### src/rtl/core/kwm_pkg.sv
// kwm_pkg: shared types and constants for the k-way merge block
// no dependencies
`default_nettype none
package kwm_pkg;
	localparam int MAX_RUNS     = 16;
	localparam int BUFFER_DEPTH = 4096;
	localparam int RUN_W        = $clog2(MAX_RUNS);
	localparam int ADDR_W       = $clog2(BUFFER_DEPTH);
	localparam int RUNS_W       = 5;
	localparam int CFG_IDX_W    = 2;
	localparam int CFG_DATA_W   = 17;

	localparam logic [1:0] OP_LOAD   = 2'd0;
	localparam logic [1:0] OP_DEFINE = 2'd1;
	localparam logic [1:0] OP_MERGE  = 2'd2;

	localparam logic [CFG_IDX_W-1:0] CFG_MATRIX_SIZE = 2'd0;
	localparam logic [CFG_IDX_W-1:0] CFG_NUM_RUNS    = 2'd1;
	localparam logic [CFG_IDX_W-1:0] CFG_LOCAL_COLS  = 2'd2;

	localparam logic [16:0] PREV_NONE = 17'h1FFFF;
	localparam logic [16:0] PREV_SAT  = 17'h1FFFE;

	typedef struct packed {
		logic [1:0]  op;
		logic [11:0] position;
		logic [31:0] index_value;
		logic [3:0]  run_id;
		logic [11:0] run_start;
		logic [12:0] run_length;
	} in_beat_t;

	typedef struct packed {
		logic        element_valid;
		logic [11:0] source_position;
		logic [16:0] row_one_based;
		logic [15:0] column;
		logic        column_start;
		logic [12:0] column_pointer;
		logic        done_res;
	} out_beat_t;

	typedef enum logic [2:0] {
		ST_IDLE, ST_SCAN_RD, ST_SCAN_CMP, ST_DIV, ST_EMIT, ST_OUT
	} state_t;

	typedef struct packed {
		logic        start;
		logic [31:0] dividend;
		logic [16:0] divisor;
	} div_req_t;

	typedef struct packed {
		logic        busy;
		logic        done;
		logic [31:0] quot;
		logic [16:0] rem;
	} div_rsp_t;
endpackage
`default_nettype wire

### src/rtl/core/kwm_divider.sv
// kwm_divider: radix-2 restoring divider, one quotient bit per cycle
// depends on kwm_pkg
`default_nettype none
module kwm_divider (
	input  wire logic             clk,
	input  wire logic             arst_n,
	input  wire kwm_pkg::div_req_t req,
	output kwm_pkg::div_rsp_t     rsp
);
	import kwm_pkg::*;

	logic [5:0]  cnt_q;
	logic        busy_q, done_q;
	logic [31:0] quot_q;
	logic [17:0] rem_q;
	logic [16:0] dsr_q;
	logic [17:0] trial;

	assign trial = {rem_q[16:0], quot_q[31]} - {1'b0, dsr_q};

	always_ff @(posedge clk or negedge arst_n) begin
		if (!arst_n) begin
			busy_q <= 1'b0;
			done_q <= 1'b0;
			cnt_q  <= '0;
		end else begin
			done_q <= 1'b0;
			if (req.start) begin
				busy_q <= 1'b1;
				cnt_q  <= 6'd32;
			end else if (busy_q) begin
				cnt_q <= cnt_q - 6'd1;
				if (cnt_q == 6'd1) begin
					busy_q <= 1'b0;
					done_q <= 1'b1;
				end
			end
		end
	end

	always_ff @(posedge clk) begin
		if (req.start) begin
			quot_q <= req.dividend;
			rem_q  <= '0;
			dsr_q  <= (req.divisor == '0) ? 17'd1 : req.divisor;
		end else if (busy_q) begin
			if (!trial[17]) begin
				rem_q  <= trial;
				quot_q <= {quot_q[30:0], 1'b1};
			end else begin
				rem_q  <= {rem_q[16:0], quot_q[31]};
				quot_q <= {quot_q[30:0], 1'b0};
			end
		end
	end

	assign rsp.busy = busy_q;
	assign rsp.done = done_q;
	assign rsp.quot = quot_q;
	assign rsp.rem  = rem_q[16:0];
endmodule
`default_nettype wire

### config.mk
export PLATFORM = sky130hd
export DESIGN_NAME = kwm_divider
export DESIGN_NICKNAME = d
export VERILOG_FILES = /design/src/rtl/core/kwm_pkg.sv /design/src/rtl/core/kwm_divider.sv
export SDC_FILE = /design/constraint.sdc
export NUM_CORES = 1
export LEC_CHECK = 0
export ABC_AREA = 1
export ABC_CLOCK_PERIOD_IN_PS = 2500
export CAP_MARGIN = 20
export CELL_PAD_IN_SITES_DETAIL_PLACEMENT = 0
export CELL_PAD_IN_SITES_GLOBAL_PLACEMENT = 1
export CORE_MARGIN = 1
export CORE_UTILIZATION = 40
export DETAILED_ROUTE_END_ITERATION = 10
export DONT_BUFFER_PORTS = 1
export GPL_TIMING_DRIVEN = 1
export PLACE_DENSITY = 0.81
export SYNTH_ARGS = -nofsm -noshare
export SYNTH_HDL_FRONTEND = slang
export SYNTH_SLANG_ARGS = --single-unit
### constraint.sdc
create_clock -name clk -period 2.5 [get_ports clk]
set_input_delay 0.25 -clock clk [delete_from_list [all_inputs] [get_ports clk]]
set_output_delay 0.25 -clock clk [all_outputs]
set_load 0.01 [all_outputs]
==> key figures, run 1 <==
Final layout
  – Most common cell after layout, fill and taps aside: nand2_1
  – Nets: 659
  – Antenna cells: 0
  – Fillers: 1,045
  – Layout Cells excl Fill: about 730
  – FF+latch area: ~0.0020 sq mm
  – Layout cells sized above 1: 0.0726
  – Commonest cells after routing, fill and taps aside: nand2_1, inv_1, nand3_1, edfxtp_1, ha_1
  – Area of the multi-input gates: 0.00186 sq mm
  – Area added between synthesis and finish: 12.4%

Logic synthesis
  – YS warnings: 0
  – EDFF count, synth: 49
  – Synthesized area per cell: around 7.6 sq um
  – Synth cell types: 37
  – Net count of the mapped netlist: 648
  – Post-synthesis sequential area ratio: 0.462
  – Post-synthesis compound-gate area fraction: 0.0279
  – Mapped Area: 0.00435 sq mm
  – Share of the synthesized area in the top cell type: 0.338
  – Synth Register Bits: between 70 and 80
  – Top post-synthesis cells by area: edfxtp_1, nand2_1, dfxtp_1, inv_1, nand3_1
  – Synth Instances: 576
  – Synth Area in Adders: 0.0592
  – Leading area contributor after synthesis: edfxtp_1
  – Ys async rst share: 0.108
  – Simple-gate portion of the synthesized area: 0.324
  – Synth Area in XOR/XNOR: 0.0161
  – Largest family of logic cells by synthesized area: simple AND/OR/NAND/NOR gates
  – Top_reg_cell synth: edfxtp_1
  – Mux share of post-synthesis cell area: 0

Timing
  – Worst setup margin: 282 ps
  – TNS Setup: 0 ps
  – RSZ-0062 raised after global routing: false
  – Min Clock Period, post-route: 2220 ps
  – Worst-Margin Slew: 880 ps
  – Clock skew: 9.53 ps
  – Max frequency: around 0.45 GHz
  – Slew HR: 0.411
  – Fin. Hold Viols: 0
  – Pins Over Slew Limit: 0
  – Final setup viols: 0
  – Final period utilization: 0.887

Clocking
  – CTS buffer count: 9
  – H-tree depth: 3
  – CTS tree: yes
  – Clk slew on worst S/H paths: approximately 80 ps
  – Clk Latency, worst-skew pair: 350 ps
  – Clock Tree Root: clkbuf_8
  – Clk sinks: 74
  – Setup bufs post-CTS: 0
  – Max Root-Sink Buffers: 2

Min path
  – Hold depth: 2
  – Worst Hold Class: input pin to register

Drt
  – Initial DRT Pass Iterations: 4
  – Vias: 3,585
  – Drt drc: 0
  – Vias/cell: about 5
  – Drt wl/cell: 14.3 um
  – Antenna viol nets, final: 0
  – Starting DRT DRC Count: 145
  – Final wirelength: 10,400 um

Place
  – Worst slack, placed: ~170 ps
  – Placed insts: a little under 700
  – HPWL Detailed: 7820 um
  – PortBufs: 0
  – Final Wtd Congestion: 0.866

Floorplanning
  – Initial cell density of the core: 0.418
  – Core area: 0.0104 sq mm
  – Row cnt: 37
  – Die area: 0.0113 sq mm
  – Ports: 103
  – Die width: between 100 and 150 um
  – Die Ht: 106 um

Status
  – Status: finished clean

Critical path
  – R2R depth: 15
  – Worst Path Required: 2750 ps
  – Arr. time, crit path: 2470 ps
  – CP max FO: 3
  – Startpoint types: register
  – CP dominant cell by count: nand2_1
  – Worst setup EP type: register
  – Crit-path max cell delay: between 400 and 500 ps
  – Cell chain of the critical path: inv_1 > ha_1 > fa_1 > inv_1 > nand2_1 > nand2_1 > nand2_1 > o21bai_2 > nand3_1 > nand2_1 > nand2_1 > nand2_1 > nand2_1 > nand3_1 > nand2_1
  – CP max stage cell: edfxtp_1
  – Critical setup path kind: register to register

Global route
  – Largest net degree at the start of global routing: 38
  – First-pass GRT wire length: around 17,000 um
  – Initial antenna violation count: 0
  – Vias in the first global route: 3,648
  – Global route overflow: 0
  – GRT Total Usage: 0.197

Power and ir drop
  – Max IR drop VDD: 0.000344 V
  – Power after layout: 4.92 mW
  – Leakage: 2.52 nW
  – Pwr/cell area: 1010 mW/mm^2

Flow run
  – Max_cap viols: 0
cells in the mapped netlist (2+ instances only):
cell type	n
o21ai_0	7
nand2_2	2
nand4_1	2
o21bai_1	2
a21oi_1	12
inv_1	88
nand3b_1	2
nand2_1	235
nand2_4	4
xnor2_1	4
clkbuf_1	23
buf_2	2
dfrtp_1	8
buf_4	3
xor2_1	4
dfxtp_1	17
nor3_1	5
edfxtp_1	49
ha_1	19
nor4_1	5
nor2_1	14
nand3_1	52
inv_2	3
flip-flops by register name (all words and copies together), names as in the netlist:
signal and count:
busy_q 1, cnt_q 6, done_q 1, dsr_q 17, quot_q 32, rem_q 17
routing by layer:
metal  vias up  routed length, um  track usage  part of all wire
li1       1811                  -            -                 -
met5         -                  0            0                 0
met2       113               5110        0.346              0.49
met4         0                329       0.0893             0.032
met1      1637               4190        0.214              0.40
met3        24                752       0.0650             0.072
where the power goes:
part | switching, mW | total [mW] | internal, mW
sequential | 0.274 | 1.82 | 1.55
combinational | 1.26 | 2.02 | 0.760
clock | 0.469 | 1.07 | 0.597
critical path: cells and delay by family (launching register included):
family / cells / cell delay [ps]
simple gates: 10 / 660
fa+ha+maj: 2 / 650
flops: 1 / 420
compound gates: 1 / 200
buf+inv: 2 / 160
area by class of cell:
class | instances | area share
timing repair buffer | 30 | 0.0553
sequential | 74 | 0.412
tap | 136 | 0.0348
clock buffer | 11 | 0.0289
inverter | 92 | 0.0706
clock inverter | 5 | 0.0177
multi-input combinational | 380 | 0.381
repair_timing:
item,4_1_cts,5_1_grt
hold buffers,18,0
gates resized for setup,0,1
endpoints found under the hold margin,43,0
endpoints found under the setup margin,0,1
logic make-up after synthesis:
family	after synthesis
XOR/XNOR	8
flip-flops	74
AO/OA/AOI/OAI	23
buffers and inverters	122
adder cells (fa/ha/maj)	20
AND/OR/NAND/NOR	329
worst paths after layout:
kind,slack (ps),to,from
max reg2reg,280,rem_q[10],quot_q[31]
max,280,rem_q[10],quot_q[31]
max in group asynchronous,1980,cnt_q[3],arst_n
min reg2reg,490,cnt_q[4],cnt_q[4]
min in group asynchronous,250,cnt_q[2],arst_n
min,70,busy_q,req[49]
per-stage QoR:
| stage | hold slack (ps) | util | instance area [sq um] |
|---|---|---|---|
| 2_1_floorplan | -45.6 | - | 4350 |
| 5_1_grt | 56.5 | 0.469 | 4890 |
| 4_1_cts | 56.4 | 0.469 | 4880 |
| 3_3_place_gp | -45.4 | 0.430 | 4480 |
| 3_5_place_dp | -45.3 | 0.430 | 4480 |
| 6_report | 74.6 | 0.469 | 4890 |
Power figures use the tool's default switching activity.
==> inputs of run 2 (changes only) <==
--- a/config.mk
+++ b/config.mk
@@ -5,17 +5,16 @@
 export SDC_FILE = /design/constraint.sdc
 export NUM_CORES = 1
 export LEC_CHECK = 0
-export ABC_AREA = 1
 export ABC_CLOCK_PERIOD_IN_PS = 2500
 export CAP_MARGIN = 20
 export CELL_PAD_IN_SITES_DETAIL_PLACEMENT = 0
 export CELL_PAD_IN_SITES_GLOBAL_PLACEMENT = 1
-export CORE_MARGIN = 1
+export CORE_MARGIN = 4
 export CORE_UTILIZATION = 40
 export DETAILED_ROUTE_END_ITERATION = 10
 export DONT_BUFFER_PORTS = 1
 export GPL_TIMING_DRIVEN = 1
-export PLACE_DENSITY = 0.81
+export PLACE_DENSITY = 0.77
 export SYNTH_ARGS = -nofsm -noshare
 export SYNTH_HDL_FRONTEND = slang
 export SYNTH_SLANG_ARGS = --single-unit
==> constraint.sdc (replaced) <==
create_clock -name clk -period 2.5 [get_ports clk]
set_input_delay 0.125 -clock clk [delete_from_list [all_inputs] [get_ports clk]]
set_output_delay 0.125 -clock clk [all_outputs]
set_load 0.01 [all_outputs]
==> run 2 against run 1 <==
The run now ends with setup timing left. Critical endpoint is now rem_q[11]. Via count is 14% lower. First-iteration DRC count is 2.1% higher. Setup slack got worse by 310 ps. Clock skew rose by 5.9 ps. Core utilization grew 7.6 points. Maximum frequency decreased by 12%. Non-clock buffer count rose by 71. Global-route usage fell by 0.48 points. Synthesized cell count down 37%. Clock power shrank 14%.
==> key figures, run 2 <==
Logic synthesis
  – Synth cell types: 53 (+43%)
  – EDFF count, synth: 49 (unchanged)
  – Net count of the mapped netlist: 433 (-33%)
  – Ys async rst share: 0.108 (unchanged)
  – Top_reg_cell synth: edfxtp_1
  – Top cells by count, synth: edfxtp_1, mux2_2, nor2_1
  – Synth Instances: 361 (-37%)
  – Synthesized area per cell: 11.2 sq um (+48%)
  – Leading area contributor after synthesis: edfxtp_1
  – YS warnings: 0 (unchanged)
  – Post-synthesis sequential area ratio: 0.498 (+0.0360)
  – Synth Register Bits: 74 (unchanged)
  – Mapped Area: 0.00404 sq mm (-7.2%)
  – Most frequent cell after synthesis: edfxtp_1
  – Top post-synthesis cells by area: edfxtp_1, mux2_2, dfxtp_1, ha_1, dfrtp_1
  – Share of the synthesized area in the top cell type: 0.365 (+0.0263)

Final layout
  – Layout Cells excl Fill: 582 (-20%)
  – Biggest register: quot_q
  – Most common cell after layout, fill and taps aside: dlygate4sd3_1
  – Layout cells sized above 1: 0.283 (+0.210)
  – Area of the multi-input gates: 0.00197 sq mm (+6.0%)
  – FF+latch area: 0.00201 sq mm (unchanged)
  – Nets: 516 (-22%)
  – Top flop regs: quot_q x32, dsr_q x17, rem_q x17
  – Commonest cells after routing, fill and taps aside: dlygate4sd3_1, edfxtp_1, buf_4, mux2_2, nor2_1
  – Area added between synthesis and finish: 32.8%
  – Fillers: 883 (-16%)
  – Antenna cells: 0 (unchanged)
  – Largest register FFs: 32 (unchanged)

Global route
  – Global route overflow: 0 (unchanged)
  – Largest net degree at the start of global routing: 46 (+21%)
  – Vias in the first global route: 3,131 (-14%)
  – Initial antenna violation count: 0 (unchanged)
  – GRT Total Usage: 0.192 (-0.00482)
  – First-pass GRT wire length: 16,800 um (-1.5%)

Clocking
  – Clk Latency, worst-skew pair: 360 ps (about the same)
  – Clk slew on worst S/H paths: 90 ps (about the same)
  – Clk sinks: 74 (unchanged)
  – Clock Tree Root: clkbuf_8
  – CTS buffer count: 9 (unchanged)
  – CTS tree: yes
  – H-tree depth: 3 (unchanged)
  – Max Root-Sink Buffers: 2 (unchanged)

Place
  – PortBufs: 0 (unchanged)
  – Final Wtd Congestion: 0.873 (+0.83%)
  – Placed insts: 503 (-28%)
  – HPWL Detailed: 6800 um (-13%)

Critical path
  – Arr. time, crit path: 2770 ps (+300 ps)
  – Crit-path max cell delay: 390 ps (-30 ps)
  – Cell chain of the critical path: inv_2 > ha_4 > nand2b_4 > a211o_1 > a211o_1 > o21a_4 > mux2i_4 > nand2_4 > mux2_4 > a22o_1
  – Critical setup path kind: register to register
  – Crit. Startpoint: dsr_q[1]
  – Worst setup EP type: register
  – CP max FO: 5 (+2)
  – Flop2flop setup slack: -30 ps (-310 ps)
  – Critical Path Sink: rem_q[11]
  – Reg-to-reg critical path endpoint: rem_q[11]
  – Startpoint types: register
  – RR Startpoint: dsr_q[1]
  – CP max stage cell: edfxtp_1
  – Worst Path Required: 2750 ps (about the same)
  – CP dominant cell by count: a211o_1
  – R2R depth: 10 (-5)

Power and ir drop
  – Clock power frac: 0.191 (-0.026)
  – Leakage: 2.20 nW (-13%)
  – Pwr/cell area: 902 mW/mm^2 (-10%)
  – Combinational share of power: 0.444 (+0.032)
  – Int Pwr: 3.07 mW (+5.7%)
  – Reg power frac: 0.366 (-0.005)
  – Sw power: 1.76 mW (-12%)
  – Max IR drop VDD: 0.000423 V (+23%)
  – Switch share: 0.365 (-0.0440)
  – Power after layout: 4.84 mW (-1.6%)

Flow run
  – Max_cap viols: 0 (unchanged)

Timing
  – Hold slack: 26.3 ps (-48.3 ps)
  – Min Clock Period, post-route: 2530 ps (+307 ps)
  – Fin. Hold Viols: 0 (unchanged)
  – Worst-Margin Slew: 526 ps (-354 ps)
  – Max frequency: 0.396 GHz (-12%)
  – Pins Over Slew Limit: 0 (unchanged)
  – Final setup viols: 3 (+3)
  – TNS Setup: -32.7 ps (-32.7 ps)
  – RSZ-0062 raised after global routing: true
  – Final period utilization: 1.01 (+0.123)
  – Clock skew: 15.5 ps (+5.94 ps)
  – Slew HR: 0.644 (+0.233)
  – Worst setup margin: -25.5 ps (-307 ps)

Drt
  – Initial DRT Pass Iterations: 4 (unchanged)
  – Final wirelength: 11,100 um (+7.1%)
  – Antenna viol nets, final: 0 (unchanged)
  – Drt drc: 0 (unchanged)
  – Vias/cell: 5.27 (+7.0%)
  – Starting DRT DRC Count: 148 (+2.1%)
  – Vias: 3,066 (-14%)
  – Drt wl/cell: 19.1 um (+34%)

Floorplanning
  – Die area: 0.0118 sq mm (+4.1%)
  – Initial cell density of the core: 0.411 (-0.00660)
  – Core area: 0.00982 sq mm (-5.7%)
  – Die Ht: 108 um (+2.0%)
  – Ports: 103 (unchanged)
  – Row cnt: 36 (-2.7%)
  – Die width: 108 um (+2.0%)

Min path
  – Worst Hold Class: input pin to register

Status
  – Status: finished, violations left
  – Failing checks: setup timing
## run 2: cell types whose count changed in the layout (fill, tap and decap cells not counted), moves of 7 or more
cell           previous run  this run
nand2_1                 235        13
inv_1                    88        23
nand3_1                  52         5
dlygate4sd3_1            18        56
mux2_2                    0        32
buf_4                    12        41
nor2_1                   14        27
a21o_1                    0         9
a211oi_1                  0         8
mux2i_1                   0         8
xnor2_1                   4        11
## run 2: repair_timing
action / in CTS / in global routing
hold buffers: 55 / 2
setup buffers: 3 / 2
cloned: 1 / 0
resized for setup: 12 / 19
setup endpoints to repair: 14 / 18
pin swaps: 4 / 9
endpoints found under the hold margin: 92 / 2
## run 2: logic make-up after synthesis
| family | Yosys count | synth area share |
|---|---|---|
| flops | 74 | 0.498 |
| buf+inv | 55 | 0.0539 |
| xor+xnor | 17 | 0.0369 |
| compound gates | 62 | 0.111 |
| mux | 43 | 0.121 |
| simple gates | 90 | 0.115 |
| fa+ha+maj | 20 | 0.0639 |
## run 2: how the worst min path moves through the flow
| stage | from | end | slack (ps) | cells past startpoint |
|---|---|---|---|---|
| floorplan | arst_n | busy_q | -170 | 0 |
| global placement | arst_n | cnt_q[5] | -170 | 0 |
| detailed placement | arst_n | cnt_q[3] | -170 | 0 |
| CTS | req[17] | quot_q[0] | 3 | 1 |
| global route | req[49] | quot_q[7] | 3 | 1 |
| finish | req[49] | quot_q[7] | 30 | 1 |
## run 2: critical path, delay by kind of cell, from the launching register on
family	cells	cell delay (ps)
AND/OR/NAND/NOR	2	180
AO/OA/AOI/OAI	4	980
buffers and inverters	1	60
flip-flops	1	390
multiplexers	2	550
adder cells (fa/ha/maj)	1	270
## run 2: power groups by stage
stage               combinational, mW  clock, mW  sequential [mW]
floorplan                        1.19          0             1.80
global placement                 1.69          0             1.78
detailed placement               1.72          0             1.78
CTS                              1.96      0.951             1.77
global route                     2.32       1.00             1.80
finish                           2.15      0.923             1.77
## run 2: through the flow
| stage | cell area (sq um) | utilization | setup slack (ps) |
|---|---|---|---|
| floorplan | 4060 | - | -48.1 |
| finish | 5360 | 0.546 | -25.5 |
| global route | 5360 | 0.546 | -121 |
| detailed placement | 4390 | 0.448 | -107 |
| CTS | 5240 | 0.534 | 0.872 |
| global placement | 4390 | 0.448 | -35.0 |
## run 2: final cells by class
class / count / share of cell area
clock inverters: 7 / 0.0124
flip-flops and latches: 74 / 0.375
well taps: 133 / 0.0311
clock buffers: 9 / 0.0231
inverters: 25 / 0.0175
multi-input cells: 233 / 0.368
repair buffers: 101 / 0.172
## run 2: per-layer routing
metal,track usage,wire length [um],vias to the layer above
met4,0.0703,218,0
met5,0,0,-
met1,0.227,4470,1480
met3,0.0740,978,12
li1,-,-,1469
met2,0.316,5450,105
